[src/rtl/dctf_pkg.sv]
`default_nettype none
package dctf_pkg;

  localparam int LINE_BITS_DEF   = 24;
  localparam int QUEUE_DEPTH_DEF = 2;
  localparam int OUT_BITS        = 24;
  localparam int CNT_BITS        = 6;
  localparam int CTX_BITS        = 6;

  localparam logic signed [CTX_BITS-1:0] CTX_RESET = 6'sd3;

  // input line kinds
  localparam logic [1:0] LK_EQUAL = 2'd0;

  // output entry kinds
  localparam logic [2:0] KIND_EQUAL = 3'd0;
  localparam logic [2:0] KIND_SKIP  = 3'd4;

  // One queued job: optional skip marker, then count equal lines that end
  // just before the final line, then the final line itself.
  typedef struct packed {
    logic [2:0]          kind;
    logic                skip;
    logic [CNT_BITS-1:0] count;
  } job_ctl_t;

endpackage
`default_nettype wire

[src/rtl/dctf_front.sv]
`default_nettype none
module dctf_front #(
  parameter int LINE_BITS = 24
) (
  input  wire logic                                   clk,
  input  wire logic                                   rst,
  input  wire logic signed [dctf_pkg::CTX_BITS-1:0]   ctx,
  input  wire logic                                   in_valid,
  output logic                                        in_stall,
  input  wire logic [1:0]                             line_kind,
  input  wire logic                                   list_start,
  input  wire logic                                   q_full,
  output logic                                        push,
  output dctf_pkg::job_ctl_t                          push_ctl,
  output logic [LINE_BITS-1:0]                        push_src,
  output logic [LINE_BITS-1:0]                        push_vis
);
  import dctf_pkg::*;

  logic [LINE_BITS-1:0] line_counter, line_counter_next;
  logic [LINE_BITS-1:0] equal_run, equal_run_next;
  logic                 change_seen, change_seen_next;
  logic [LINE_BITS-1:0] output_counter, output_counter_next;

  logic                 accept;
  logic                 emit;
  logic                 is_change;
  logic [LINE_BITS-1:0] lc, er, oc, er_inc, c_l, c2_l, g_minus_c;
  logic                 cs;
  logic [4:0]           c;

  assign in_stall = q_full;
  assign accept   = in_valid & ~q_full;
  // only an accepted item that gives entries becomes a job
  assign push     = accept & emit;

  always_comb begin
    lc        = list_start ? '0 : line_counter;
    er        = list_start ? '0 : equal_run;
    oc        = list_start ? '0 : output_counter;
    cs        = list_start ? 1'b0 : change_seen;
    is_change = line_kind != LK_EQUAL;
    c         = ctx[4:0];
    c_l       = LINE_BITS'(c);
    c2_l      = LINE_BITS'({c, 1'b0});
    er_inc    = (er == '1) ? er : er + 1'b1;
    g_minus_c = er - c_l;

    emit           = 1'b0;
    push_ctl.kind  = {1'b0, line_kind};
    push_ctl.skip  = 1'b0;
    push_ctl.count = '0;
    push_src       = lc;
    push_vis       = oc;

    line_counter_next   = lc + 1'b1;
    equal_run_next      = er;
    change_seen_next    = cs;
    output_counter_next = oc;

    if (ctx[CTX_BITS-1]) begin
      // pass every line through, keep counters current
      emit = 1'b1;
      output_counter_next = oc + 1'b1;
      if (is_change) begin
        equal_run_next   = '0;
        change_seen_next = 1'b1;
      end else begin
        equal_run_next = er_inc;
      end
    end else if (!is_change) begin
      equal_run_next = er_inc;
      if (cs && er_inc <= c_l) begin
        emit = 1'b1;
        output_counter_next = oc + 1'b1;
      end
    end else begin
      emit = 1'b1;
      if (er != '0) begin
        if (!cs) begin
          if (er < c2_l) begin
            push_ctl.count = er[CNT_BITS-1:0];
          end else begin
            push_ctl.skip  = 1'b1;
            push_ctl.count = CNT_BITS'(c);
          end
        end else begin
          if (er <= c2_l) begin
            if (er > c_l) push_ctl.count = g_minus_c[CNT_BITS-1:0];
          end else begin
            push_ctl.skip  = 1'b1;
            push_ctl.count = CNT_BITS'(c);
          end
        end
      end
      output_counter_next = oc + LINE_BITS'(push_ctl.skip)
                          + LINE_BITS'(push_ctl.count) + 1'b1;
      equal_run_next   = '0;
      change_seen_next = 1'b1;
    end
  end

  always_ff @(posedge clk) begin
    if (rst) begin
      line_counter   <= '0;
      equal_run      <= '0;
      change_seen    <= 1'b0;
      output_counter <= '0;
    end else if (accept) begin
      line_counter   <= line_counter_next;
      equal_run      <= equal_run_next;
      change_seen    <= change_seen_next;
      output_counter <= output_counter_next;
    end
  end

endmodule
`default_nettype wire

[src/rtl/dctf_queue.sv]
`default_nettype none
module dctf_queue #(
  parameter int WIDTH = 8,
  parameter int DEPTH = 2
) (
  input  wire logic             clk,
  input  wire logic             rst,
  input  wire logic             push,
  input  wire logic [WIDTH-1:0] push_data,
  input  wire logic             pop,
  output logic [WIDTH-1:0]      head,
  output logic                  not_empty,
  output logic                  full,
  output logic [$clog2(DEPTH+1)-1:0] fill
);
  import dctf_pkg::*;

  localparam int PTR_BITS = $clog2(DEPTH);

  logic [WIDTH-1:0]    slots [DEPTH];
  logic [PTR_BITS-1:0] wptr, rptr;

  assign not_empty = fill != '0;
  assign full      = fill == ($clog2(DEPTH+1))'(DEPTH);
  assign head      = slots[rptr];

  always_ff @(posedge clk) begin
    if (push) slots[wptr] <= push_data;
  end

  always_ff @(posedge clk) begin
    if (rst) begin
      wptr <= '0;
      rptr <= '0;
      fill <= '0;
    end else begin
      if (push) wptr <= (wptr == PTR_BITS'(DEPTH-1)) ? '0 : wptr + 1'b1;
      if (pop)  rptr <= (rptr == PTR_BITS'(DEPTH-1)) ? '0 : rptr + 1'b1;
      if (push && !pop)      fill <= fill + 1'b1;
      else if (pop && !push) fill <= fill - 1'b1;
    end
  end

endmodule
`default_nettype wire

[src/rtl/dctf_back.sv]
`default_nettype none
module dctf_back #(
  parameter int LINE_BITS = 24
) (
  input  wire logic                         clk,
  input  wire logic                         rst,
  input  wire logic                         head_valid,
  input  wire dctf_pkg::job_ctl_t           head_ctl,
  input  wire logic [LINE_BITS-1:0]         head_src,
  input  wire logic [LINE_BITS-1:0]         head_vis,
  output logic                              pop,
  output logic                              busy,
  output logic                              out_valid,
  input  wire logic                         out_stall,
  output logic [2:0]                        out_kind,
  output logic [dctf_pkg::OUT_BITS-1:0]     source_index,
  output logic [dctf_pkg::OUT_BITS-1:0]     visual_line,
  output logic                              last_of_run
);
  import dctf_pkg::*;

  logic                 skip_pend;
  logic [CNT_BITS-1:0]  remaining;
  logic [2:0]           cur_kind;
  logic [LINE_BITS-1:0] cur_src;
  logic [LINE_BITS-1:0] vis;
  logic [LINE_BITS-1:0] src_sel;
  logic                 take, done;

  always_comb begin
    if (skip_pend) begin
      out_kind    = KIND_SKIP;
      src_sel     = '0;
      last_of_run = 1'b0;
    end else if (remaining != '0) begin
      out_kind    = KIND_EQUAL;
      src_sel     = cur_src - LINE_BITS'(remaining);
      last_of_run = 1'b0;
    end else begin
      out_kind    = cur_kind;
      src_sel     = cur_src;
      last_of_run = 1'b1;
    end
  end

  assign out_valid    = busy;
  assign source_index = OUT_BITS'(src_sel);
  assign visual_line  = OUT_BITS'(vis);
  assign take         = busy & ~out_stall;
  assign done         = take & last_of_run;
  assign pop          = head_valid & (~busy | done);

  always_ff @(posedge clk) begin
    if (rst) begin
      busy      <= 1'b0;
      skip_pend <= 1'b0;
      remaining <= '0;
    end else if (pop) begin
      busy      <= 1'b1;
      skip_pend <= head_ctl.skip;
      remaining <= head_ctl.count;
    end else if (take) begin
      if (done) busy <= 1'b0;
      if (skip_pend)              skip_pend <= 1'b0;
      else if (remaining != '0)   remaining <= remaining - 1'b1;
    end
  end

  always_ff @(posedge clk) begin
    if (pop) begin
      cur_kind <= head_ctl.kind;
      cur_src  <= head_src;
      vis      <= head_vis;
    end else if (take) begin
      vis <= vis + 1'b1;
    end
  end

endmodule
`default_nettype wire

[src/rtl/diff_context_trim_filter_unit.sv]
// Diff context trim filter.
// Input channel (in_valid / in_stall): one diff line per item, line_kind
// plus list_start, which restarts numbering for a new list.
// Output channel (out_valid / out_stall): trimmed entries, each with its
// kind, original line index, visual line number and last_of_run on the
// final entry caused by one input item.
// Config channel (cfg_valid / cfg_ready): writes context_lines; ready is
// always high. Write only while the block is idle. Negative values pass
// every line through.
// An accepted item's job is queued and popped by the back once it is free.
// Throughput: the front takes one item per cycle while the job queue has
// room; the back emits one entry per cycle while out_stall is low, and an
// item can give up to 62 entries (after a long equal run).
// Items that give no entry never enter the queue.
// Reset clears the front's counters, empties the queue, drops any entry
// in flight and sets context_lines to 3.
// When out_stall is high the current entry holds; the queue fills and then
// in_stall rises.
`default_nettype none
module diff_context_trim_filter_unit #(
  parameter int LINE_BITS   = dctf_pkg::LINE_BITS_DEF,
  parameter int QUEUE_DEPTH = dctf_pkg::QUEUE_DEPTH_DEF
) (
  input  wire logic                                 clk,
  input  wire logic                                 rst,
  input  wire logic                                 cfg_valid,
  output logic                                      cfg_ready,
  input  wire logic signed [dctf_pkg::CTX_BITS-1:0] context_lines,
  input  wire logic                                 in_valid,
  output logic                                      in_stall,
  input  wire logic [1:0]                           line_kind,
  input  wire logic                                 list_start,
  output logic                                      out_valid,
  input  wire logic                                 out_stall,
  output logic [2:0]                                out_kind,
  output logic [dctf_pkg::OUT_BITS-1:0]             source_index,
  output logic [dctf_pkg::OUT_BITS-1:0]             visual_line,
  output logic                                      last_of_run
);
  import dctf_pkg::*;

  localparam int JOB_BITS = $bits(job_ctl_t) + 2 * LINE_BITS;

  logic signed [CTX_BITS-1:0] ctx;

  logic                 push, pop, q_full, q_not_empty, back_busy;
  job_ctl_t             push_ctl, head_ctl;
  logic [LINE_BITS-1:0] push_src, push_vis, head_src, head_vis;
  logic [JOB_BITS-1:0]  head_job;
  logic [$clog2(QUEUE_DEPTH+1)-1:0] q_fill;

  // Config register: always ready, hold between writes.
  assign cfg_ready = 1'b1;

  always_ff @(posedge clk) begin
    if (rst) begin
      ctx <= CTX_RESET;
    end else if (cfg_valid && cfg_ready) begin
      ctx <= context_lines;
    end
  end

  // Front: classify each line and build a job for the back.
  dctf_front #(.LINE_BITS(LINE_BITS)) u_front (
    .clk        (clk),
    .rst        (rst),
    .ctx        (ctx),
    .in_valid   (in_valid),
    .in_stall   (in_stall),
    .line_kind  (line_kind),
    .list_start (list_start),
    .q_full     (q_full),
    .push       (push),
    .push_ctl   (push_ctl),
    .push_src   (push_src),
    .push_vis   (push_vis)
  );

  // Short job queue decouples classification from expansion.
  dctf_queue #(.WIDTH(JOB_BITS), .DEPTH(QUEUE_DEPTH)) u_queue (
    .clk       (clk),
    .rst       (rst),
    .push      (push),
    .push_data ({push_ctl, push_src, push_vis}),
    .pop       (pop),
    .head      (head_job),
    .not_empty (q_not_empty),
    .full      (q_full),
    .fill      (q_fill)
  );

  assign {head_ctl, head_src, head_vis} = head_job;

  // Back: expand each job into skip, equal lines and the final line.
  dctf_back #(.LINE_BITS(LINE_BITS)) u_back (
    .clk          (clk),
    .rst          (rst),
    .head_valid   (q_not_empty),
    .head_ctl     (head_ctl),
    .head_src     (head_src),
    .head_vis     (head_vis),
    .pop          (pop),
    .busy         (back_busy),
    .out_valid    (out_valid),
    .out_stall    (out_stall),
    .out_kind     (out_kind),
    .source_index (source_index),
    .visual_line  (visual_line),
    .last_of_run  (last_of_run)
  );

  // An idle back always takes a waiting job on the next edge.
  a_back_picks_up: assert property (@(posedge clk) disable iff (rst)
    (!back_busy && q_not_empty) |=> back_busy)
    else $error("back left a queued job waiting");

  // A skip marker is always followed by at least the final line.
  a_skip_not_last: assert property (@(posedge clk) disable iff (rst)
    (out_valid && out_kind == KIND_SKIP) |-> !last_of_run)
    else $error("skip marker closed a run");

  // Queue never overflows.
  a_queue_bound: assert property (@(posedge clk) disable iff (rst)
    q_fill <= ($clog2(QUEUE_DEPTH+1))'(QUEUE_DEPTH))
    else $error("job queue overflow");

  // Nothing is pushed while the queue is full.
  a_no_push_full: assert property (@(posedge clk) disable iff (rst)
    push |-> !q_full)
    else $error("push into full queue");

endmodule
`default_nettype wire
[config.mk]
export PLATFORM = sky130hd
export DESIGN_NAME = diff_context_trim_filter_unit
export DESIGN_NICKNAME = d
export VERILOG_FILES = /design/src/rtl/dctf_pkg.sv /design/src/rtl/dctf_front.sv /design/src/rtl/dctf_queue.sv /design/src/rtl/dctf_back.sv /design/src/rtl/diff_context_trim_filter_unit.sv
export SDC_FILE = /design/constraint.sdc
export NUM_CORES = 1
export LEC_CHECK = 0
export ABC_CLOCK_PERIOD_IN_PS = 6700
export BUFFER_PORTS_ARGS = -buffer_cell sky130_fd_sc_hd__buf_2
export CAP_MARGIN = 25
export CORE_UTILIZATION = 55
export CTS_BUF_LIST = sky130_fd_sc_hd__clkbuf_4
export DETAILED_ROUTE_END_ITERATION = 7
export GPL_ROUTABILITY_DRIVEN = 0
export PLACE_DENSITY = 0.75
export SETUP_SLACK_MARGIN = 0.5
export SKIP_CTS_REPAIR_TIMING = 1
export SLEW_MARGIN = 20
export SYNTH_ARGS = -nofsm -noshare
export SYNTH_HDL_FRONTEND = slang
export SYNTH_SLANG_ARGS = --single-unit
[constraint.sdc]
create_clock -name clk -period 6.7 [get_ports clk]
set_input_delay 0.67 -clock clk [delete_from_list [all_inputs] [get_ports clk]]
set_output_delay 0.67 -clock clk [all_outputs]
set_load 0.005 [all_outputs]
==> impl_metrics.tcl, run 1 <==
set metrics [dict create \
    vias 11600 \
    clk_latency_ns 0.68 \
    cp.arrival_ns 6.27 \
    path_clk_slew_ns 0.06 \
    ant_nets 0 \
    clock.fmax_ghz 0.175 \
    totalWireLength_um 33400 \
    dieArea_mm2 0.0266 \
    cts_sinks 256 \
    cp-start-kind "register" \
    io_buffers 67 \
    max_slew_margin_pct 33.0 \
    netlist_area_mm2 0.0143 \
    synth_area_leader_cell "edfxtp_1" \
    place_ws_ns 0.592 \
    syn_nets 1547 \
    grt_usage_pct 25.4 \
    synth-edff-count 164 \
    power.total_w 0.00533 \
    min_path_type "primary input to register" \
    ys_types 86 \
    grt_max_degree 88 \
    drt_iter0_drc 861 \
    synthCells 1493 \
    viasPerCell 5.96 \
    grt_pass1_wl_um 54200 \
    slew_viol_final 0 \
    ys_ff_latch 256 \
    start_util_pct 56.4 \
    firstDrtPassIters 5 \
    cp_max_fo 12 \
    rows 58 \
    skew_ns 0.0438 \
    synth_top_flop_cell "edfxtp_1" \
    cp-end-kind "register" \
    rsz0062_at_grt "no" \
    post-route-util_pct 62.2 \
    tritoncts "done" \
    cts_inserted_buffers 68 \
    min_period_ns 5.70 \
    io_pins 69 \
    overflow 0 \
    post-route-period-util_pct 85.1 \
    maxCapViolCount 0 \
    antenna_found_initial 2 \
    worstSetupPathType "register to register" \
    critPathRequiredTime_ns 7.27 \
    hold_ws_ns 0.240 \
    synth.most_common_cell "nor2_1" \
    cts_root_buffer "clkbuf_4" \
    synth_warnings 0 \
    nets 1617 \
    synthTopCellsByArea "edfxtp_1, dfxtp_1, nor2_1" \
    setup_slack_ns 0.996 \
    core_mm2 0.0253 \
    yosysSeqAreaShare_pct 47.4 \
    peakVddDrop_mv 0.304 \
    grt_pass1_vias 11000 \
    htreeDepth 3 \
    power_density_mw_per_mm2 339 \
    worstMarginPinSlew_ns 1.00 \
    synth_top_area_share_pct 34.5 \
    finalSetupTns_ns 0 \
    synthTopCellsByCount "nor2_1, edfxtp_1, nand2_1" \
    syn_area_per_cell_um2 9.56 \
    drive_above_1_share_pct 15.2 \
    post_drt_wl_per_cell_um 17.1 \
    hold_viol_final 0 \
    hpwl_um 22500 \
    drc 0 \
    clk_path_buf_depth 3 \
    finalSetupViolCount 0 \
    leakage_nw 5.73 \
    die_h_um 163 \
    async_flop_share_pct 0 \
    area_growth_pct 10.3 \
    die_w_um 163 \
    status "complete, no violations" \
]
## final cells by class
type,count,area (um^2)
Tap cell,330,413
Timing Repair Buffer,85,478
Inverter,49,185
Fill cell,2068,9580
Sequential cell,256,6770
Clock inverter,27,151
Antenna cell,1,2.50
Multi-Input combinational cell,1103,7000
Clock buffer,99,743
## where the power goes
| part | internal (W) | switching (W) | total [W] | leakage [nW] |
|---|---|---|---|---|
| logic | 0.000676 | 0.000931 | 0.00161 | 2.90 |
| registers | 0.00209 | 0.000250 | 0.00234 | 2.31 |
| clock network | 0.000728 | 0.000660 | 0.00139 | 0.519 |
## stage by stage
| stage | cell area (um^2) | instances |
|---|---|---|
| floorplan | 14300 | 1493 |
| global placement | 14800 | 1821 |
| detailed placement | 14800 | 1822 |
| CTS | 15700 | 1948 |
| global route | 15700 | 1950 |
| finish | 15700 | 1950 |
## critical path, stage by stage (launching register included)
cell	delay, ns
dfxtp_1	0.41
nor2b_1	0.44
ha_1	0.20
o211ai_1	0.10
o211ai_1	0.75
nand2_1	0.24
o21ai_0	0.27
o21ai_0	0.13
nand2_1	0.12
ha_1	0.23
inv_1	0.06
ha_1	0.17
inv_1	0.06
fa_1	0.40
nor2b_1	0.11
o21ai_0	0.11
a21boi_0	0.28
o21ai_0	0.16
a21oi_1	0.44
o21ai_0	0.19
o21ai_1	0.37
nor4_1	0.08
a211o_1	0.30
## final timing paths
check,startpoint,end,slack (ns),cells past startpoint
hold reg to reg,u_front.output_counter[19],u_front.output_counter[19],0.49,2
hold / removal,context_lines[0],ctx[0],0.24,3
setup reg to reg,u_front.equal_run[4],u_front.output_counter[16],1.0,22
setup / recovery,u_front.equal_run[4],u_front.output_counter[16],1.0,22
## routing by layer
metal / share of wire [%] / wire [um] / GRT usage [%] / vias to the layer above
met5: 0 / 0 / 0 / -
met4: 2.4 / 787 / 10.4 / 0
met3: 7.1 / 2370 / 4.80 / 72
met2: 45 / 15100 / 39.3 / 426
met1: 45 / 15200 / 34.8 / 5474
li1: - / - / - / 5644
## flip-flops by register name, indices dropped and copies added (netlist names), named ones only
name                    cells
u_queue.slots             114
u_back.cur_src             24
u_back.visual_line         24
u_front.equal_run          24
u_front.line_counter       24
u_front.output_counter     24
ctx                         6
u_back.remaining            6
u_back.cur_kind             2
u_queue.fill                2
u_back.busy                 1
u_back.skip_pend            1
u_front.change_seen         1
u_queue.rptr                1
u_queue.wptr                1
## cells in the final DEF (no fill, tap or decap), types with 20 or more instances in the layout
cell type,instances
nor2_1,166
edfxtp_1,164
nand2_1,143
clkbuf_4,99
dfxtp_1,91
a21oi_1,82
o21ai_0,71
buf_2,67
nor2b_1,58
xnor2_1,50
inv_1,48
nand3_1,46
mux2i_1,43
nor3_1,38
ha_1,38
and3_1,29
xor2_1,29
nand4_1,27
mux2_2,27
nor4_1,23
a211oi_1,20
## cell families (layout without fill, tap and decap cells)
kind of cell	Yosys count	count (layout)	synth area share, %
flip-flops	256	256	47.4
multiplexers	71	71	5.22
buffers and inverters	134	260	3.67
AND/OR/NAND/NOR	616	616	21.8
other	1	2	0.0263
adder cells (fa/ha/maj)	43	43	3.82
AO/OA/AOI/OAI	293	293	13.3
XOR/XNOR	79	79	4.85
(Power assumes the default switching activity.)
==> run 2, diff against run 1 <==
Settings changed: PLACE_DENSITY 0.75 to 0.83.
==> run 2 against run 1 <==
Against the previous run: final cell count unchanged; sequential power hardly changed; sequential cell count did not move; critical path depth is 5 higher; largest power group unchanged.
==> impl_metrics.tcl, run 2 (synthesis gave the netlist of run 1 again) <==
set metrics [dict create \
    peakVddDrop_mv 0.343 \
    top_register "u_queue.slots" \
    crit_path_frequent_cell "o21ai_0" \
    clock.fmax_ghz 0.176 \
    rows 58 \
    worstMarginPinSlew_ns 0.979 \
    rr_worst_depth 24 \
    grt_max_degree 88 \
    area_growth_pct 10.9 \
    hpwl_um 22600 \
    dieArea_mm2 0.0266 \
    cp-start-kind "primary input" \
    cp-end-kind "register" \
    largest_reg_flops 114 \
    r2r_start "u_front.equal_run[1]" \
    io_pins 69 \
    place_area_mm2 0.0148 \
    rsz0062_at_grt "no" \
    multiInputGateArea_mm2 0.00700 \
    leakage_nw 5.79 \
    maxCapViolCount 0 \
    grt_pass1_wl_um 55500 \
    stdcell_area_mm2 0.0158 \
    r2r-end "u_front.output_counter[16]" \
    hold_viol_final 0 \
    dp.cells 1822 \
    nets 1617 \
    layout_commonest_cell "nor2_1" \
    path_clk_slew_ns 0.07 \
    cp_max_fo 26 \
    cts_inserted_buffers 67 \
    cts_sinks 256 \
    post-route-util_pct 62.5 \
    start_util_pct 56.4 \
    vias 12000 \
    io_buffers 67 \
    firstDrtPassIters 6 \
    crit_end "u_front.output_counter[16]" \
    slew_viol_final 0 \
    cpMaxStageDelayCell "a21oi_1" \
    min_period_ns 5.67 \
    drc 0 \
    worstSetupPathType "primary input to register" \
    core_mm2 0.0253 \
    min_path_type "primary input to register" \
    skew_ns 0.0530 \
    die_h_um 163 \
    grt_usage_pct 25.8 \
    final_cell_mix "nor2_1, edfxtp_1, nand2_1" \
    p_clk_share_pct 27.5 \
    grt_pass1_vias 11200 \
    totalWireLength_um 34100 \
    finalSetupTns_ns 0 \
    fin_cells 1950 \
    power_frac_comb_pct 30.4 \
    viasPerCell 6.16 \
    status "complete, no violations" \
    r2r_setup_slack_ns 1.05 \
    post_drt_wl_per_cell_um 17.5 \
    drive_above_1_share_pct 15.4 \
    ant_nets 0 \
    critPathRequiredTime_ns 7.27 \
    critPathLaunch "list_start" \
    seq_area_mm2 0.00677 \
    clk_path_buf_depth 3 \
    cts_root_buffer "clkbuf_4" \
    overflow 0 \
    drt_iter0_drc 1112 \
    htreeDepth 3 \
    nFillCells 1932 \
    p_sw_w 0.00186 \
    max_slew_margin_pct 34.1 \
    die_w_um 163 \
    min_from "context_lines[0]" \
    tritoncts "done" \
    cp.arrival_ns 6.24 \
    clk_latency_ns 0.68 \
    post-route-period-util_pct 84.6 \
    p_seq_share_pct 42.2 \
    p_int_w 0.00363 \
    slowest_delay_ns 0.43 \
    power_density_mw_per_mm2 347 \
    antenna_found_initial 2 \
    swShare_pct 33.9 \
    finalSetupViolCount 0 \
]
-- run 2: changes by cell type in the layout (fill, tap and decap cells not counted), sizes merged --
cell / before / now
clkinvlp: 3 / 0
bufinv: 1 / 4
diode: 1 / 2
clkinv: 22 / 18
buf: 85 / 86
clkbuf: 99 / 101
-- run 2: stage by stage --
| step | setup slack [ns] | total power [W] | hold WS, ns |
|---|---|---|---|
| 3_3_place_gp | 0.805 | 0.00389 | 0.450 |
| 4_1_cts | 1.16 | 0.00550 | 0.210 |
| 6_report | 1.03 | 0.00549 | 0.248 |
| 2_1_floorplan | 0.513 | 0.00344 | 0.440 |
| 3_5_place_dp | 0.483 | 0.00396 | 0.466 |
| 5_1_grt | 0.530 | 0.00586 | 0.217 |
-- run 2: worst min-delay path by stage --
| stage | end | slack (ns) | cells past startpoint |
|---|---|---|---|
| 2_1_floorplan | u_front.line_counter[1] | 0.44 | 2 |
| 3_3_place_gp | u_front.line_counter[1] | 0.45 | 2 |
| 3_5_place_dp | u_front.line_counter[1] | 0.47 | 2 |
| 4_1_cts | ctx[1] | 0.21 | 3 |
| 5_1_grt | u_queue.slots[1][56] | 0.22 | 1 |
| 6_report | ctx[0] | 0.25 | 3 |
-- run 2: layout make-up --
type | count | share of cell area, %
clock buffers | 101 | 4.79
inverters | 49 | 1.16
multi-input cells | 1103 | 44.2
repair buffers | 86 | 3.15
clock inverters | 23 | 1.29
diodes | 2 | 0.0316
flip-flops and latches | 256 | 42.7
well taps | 330 | 2.61
-- run 2: critical path, delay by kind of cell --
kind | cells | cell delay, ns
fa+ha+maj | 4 | 1.05
compound gates | 13 | 3.08
simple gates | 6 | 0.78
buf+inv | 4 | 0.64
-- run 2: power by group through the flow --
stage               clock, W  combinational, W  sequential, W
global placement           0           0.00157        0.00233
floorplan                  0           0.00115        0.00229
finish               0.00151           0.00167        0.00232
global route         0.00163           0.00187        0.00235
detailed placement         0           0.00162        0.00235
CTS                  0.00154           0.00164        0.00232
-- run 2: per-layer routing --
layer | track usage (%) | up-vias | routed length, um
li1 | - | 5641 | -
met1 | 35.2 | 5648 | 14500
met2 | 40.6 | 639 | 15600
met3 | 5.00 | 79 | 3160
met4 | 9.47 | 0 | 812
met5 | 0 | - | 0
==> run 3, diff against run 2 <==
Settings changed: ABC_CLOCK_PERIOD_IN_PS 6700 to 5400, PLACE_DENSITY 0.83 to 0.81.
Clock period 6.7 ns to 5.4 ns, I/O delays scaled along.
==> run 3 against run 2 <==
Against the previous run: sequential power rose by 24%; clock skew increased by 0.0046 ns; hold slack got worse by 0.20 ns; power is 23% higher; critical path depth down 4; sequential share of layout area is 0.89 points lower; global-route usage increased by 0.42 points; sequential cell count unchanged; non-clock buffer count rose by 18; worst setup slack lost 0.45 ns; clock power up 19%; combinational power is 26% higher; largest power group unchanged; highest routed layer is now met5.
==> impl_metrics.tcl, run 3 (synthesis gave the netlist of run 1 again) <==
set metrics [dict create \
    status "complete, no violations" \
    htreeDepth 3 \
    cp_max_fo 6 \
    multiInputGateArea_mm2 0.00720 \
    slowest_delay_ns 0.46 \
    critPathRequiredTime_ns 5.95 \
    peakVddDrop_mv 0.513 \
    drt_iter0_drc 1289 \
    post_drt_wl_per_cell_um 17.8 \
    die_w_um 163 \
    layout_commonest_cell "edfxtp_1" \
    drc 0 \
    cts_root_buffer "clkbuf_4" \
    grt_max_degree 87 \
    clk_path_buf_depth 3 \
    viasPerCell 6.15 \
    maxCapViolCount 0 \
    worstSetupPathType "register to register" \
    nets 1637 \
    seq_area_mm2 0.00677 \
    p_seq_share_pct 42.4 \
    cp-end-kind "register" \
    hold_viol_final 0 \
    nFillCells 1981 \
    cpMaxStageDelayCell "or4b_1" \
    top_register "u_queue.slots" \
    rsz0062_at_grt "yes" \
    min_path_type "primary input to register" \
    stdcell_area_mm2 0.0162 \
    ant_nets 0 \
    vias 12100 \
    antenna_found_initial 2 \
    area_growth_pct 13.3 \
    cts_sinks 256 \
    final_cell_mix "edfxtp_1, nor2_1, nand2_1" \
    place_area_mm2 0.0151 \
    worstMarginPinSlew_ns 0.968 \
    path_clk_slew_ns 0.06 \
    cp-start-kind "register" \
    cts_inserted_buffers 69 \
    drive_above_1_share_pct 18.8 \
    skew_ns 0.0576 \
    slew_viol_final 0 \
    overflow 0 \
    io_pins 69 \
    core_mm2 0.0253 \
    critPathTopFamily "compound AO/OA/AOI/OAI gates" \
    io_buffers 67 \
    tritoncts "done" \
    clock.fmax_ghz 0.208 \
    crit_chain "nand2b_4, inv_2, nor2_1, nor2_2, ha_1, o21ai_1, a21oi_2, o21a_1, a2bb2oi_2, o21ai_2, buf_4, a211o_1, a21oi_2, ha_1, ha_4, nor2_1, nor2_1, nor2_1, or3_1, o32ai_2, a21oi_2, or4b_1, a31oi_1" \
    p_clk_share_pct 26.5 \
    totalWireLength_um 35000 \
    crit_path_frequent_cell "nor2_1" \
    die_h_um 163 \
    clk_latency_ns 0.69 \
    power_density_mw_per_mm2 419 \
    grt_pass1_wl_um 56100 \
    p_sw_w 0.00233 \
    swShare_pct 34.5 \
    grt_pass1_vias 11300 \
    cp_num_buf_inv 2 \
    grt_usage_pct 26.2 \
    finalSetupTns_ns 0 \
    cp.arrival_ns 5.37 \
    rows 58 \
    p_int_w 0.00444 \
    start_util_pct 56.4 \
    dieArea_mm2 0.0266 \
    power_frac_comb_pct 31.1 \
    leakage_nw 5.90 \
    firstDrtPassIters 6 \
    largest_reg_flops 114 \
    max_slew_margin_pct 35.5 \
    post-route-period-util_pct 89.2 \
    min_period_ns 4.82 \
    hpwl_um 23200 \
    finalSetupViolCount 0 \
]
## run 3: cell types whose count changed in the layout (fill, tap and decap cells not counted), sizes merged
| cell | change |
|---|---|
| buf | +18 |
| bufinv | -2 |
| clkbuf | +1 |
| clkinv | -3 |
| clkinvlp | +4 |
| diode | -1 |
## run 3: path summary, 6_finish.rpt
path | startpoint | endpoint | slack, ns | depth (start not counted)
max reg2reg | u_front.equal_run[1] | u_front.output_counter[19] | 0.58 | 23
min reg2reg | u_front.line_counter[1] | u_front.line_counter[1] | 0.46 | 2
min | line_kind[0] | u_queue.slots[0][55] | 0.05 | 1
max | u_front.equal_run[1] | u_front.output_counter[19] | 0.58 | 23
## run 3: cell type report
type | instances | share of cell area, %
Inverter | 49 | 1.14
Antenna cell | 1 | 0.0155
Sequential cell | 256 | 41.9
Clock buffer | 102 | 4.73
Multi-Input combinational cell | 1103 | 44.5
Clock inverter | 22 | 0.990
Tap cell | 330 | 2.55
Timing Repair Buffer | 104 | 4.22
## run 3: metal layers
layer | track usage [%] | share of wire (%) | vias up
li1 | - | - | 5682
met1 | 35.0 | 42 | 5719
met2 | 41.8 | 47 | 584
met3 | 5.23 | 9.0 | 101
met4 | 10.4 | 2.7 | 2
met5 | 0 | 0.051 | -
## run 3: through the flow
step	total power [W]	hold WS (ns)	util (%)	setup slack (ns)	std cells
after detailed placement	0.00498	0.455	59.6	0.175	1836
after global routing	0.00722	0.0224	63.9	0.348	1967
after floorplan	0.00427	0.440	-	0.310	1493
after global placement	0.00488	0.451	59.6	0.344	1835
after CTS	0.00680	0.0168	63.2	0.469	1960
final	0.00677	0.0522	63.9	0.581	1967
## run 3: power groups by stage
stage / sequential [W] / clock (W) / combinational (W)
5_1_grt: 0.00292 / 0.00194 / 0.00236
4_1_cts: 0.00288 / 0.00184 / 0.00208
3_3_place_gp: 0.00289 / 0 / 0.00199
2_1_floorplan: 0.00284 / 0 / 0.00144
3_5_place_dp: 0.00292 / 0 / 0.00206
6_report: 0.00288 / 0.00179 / 0.00211
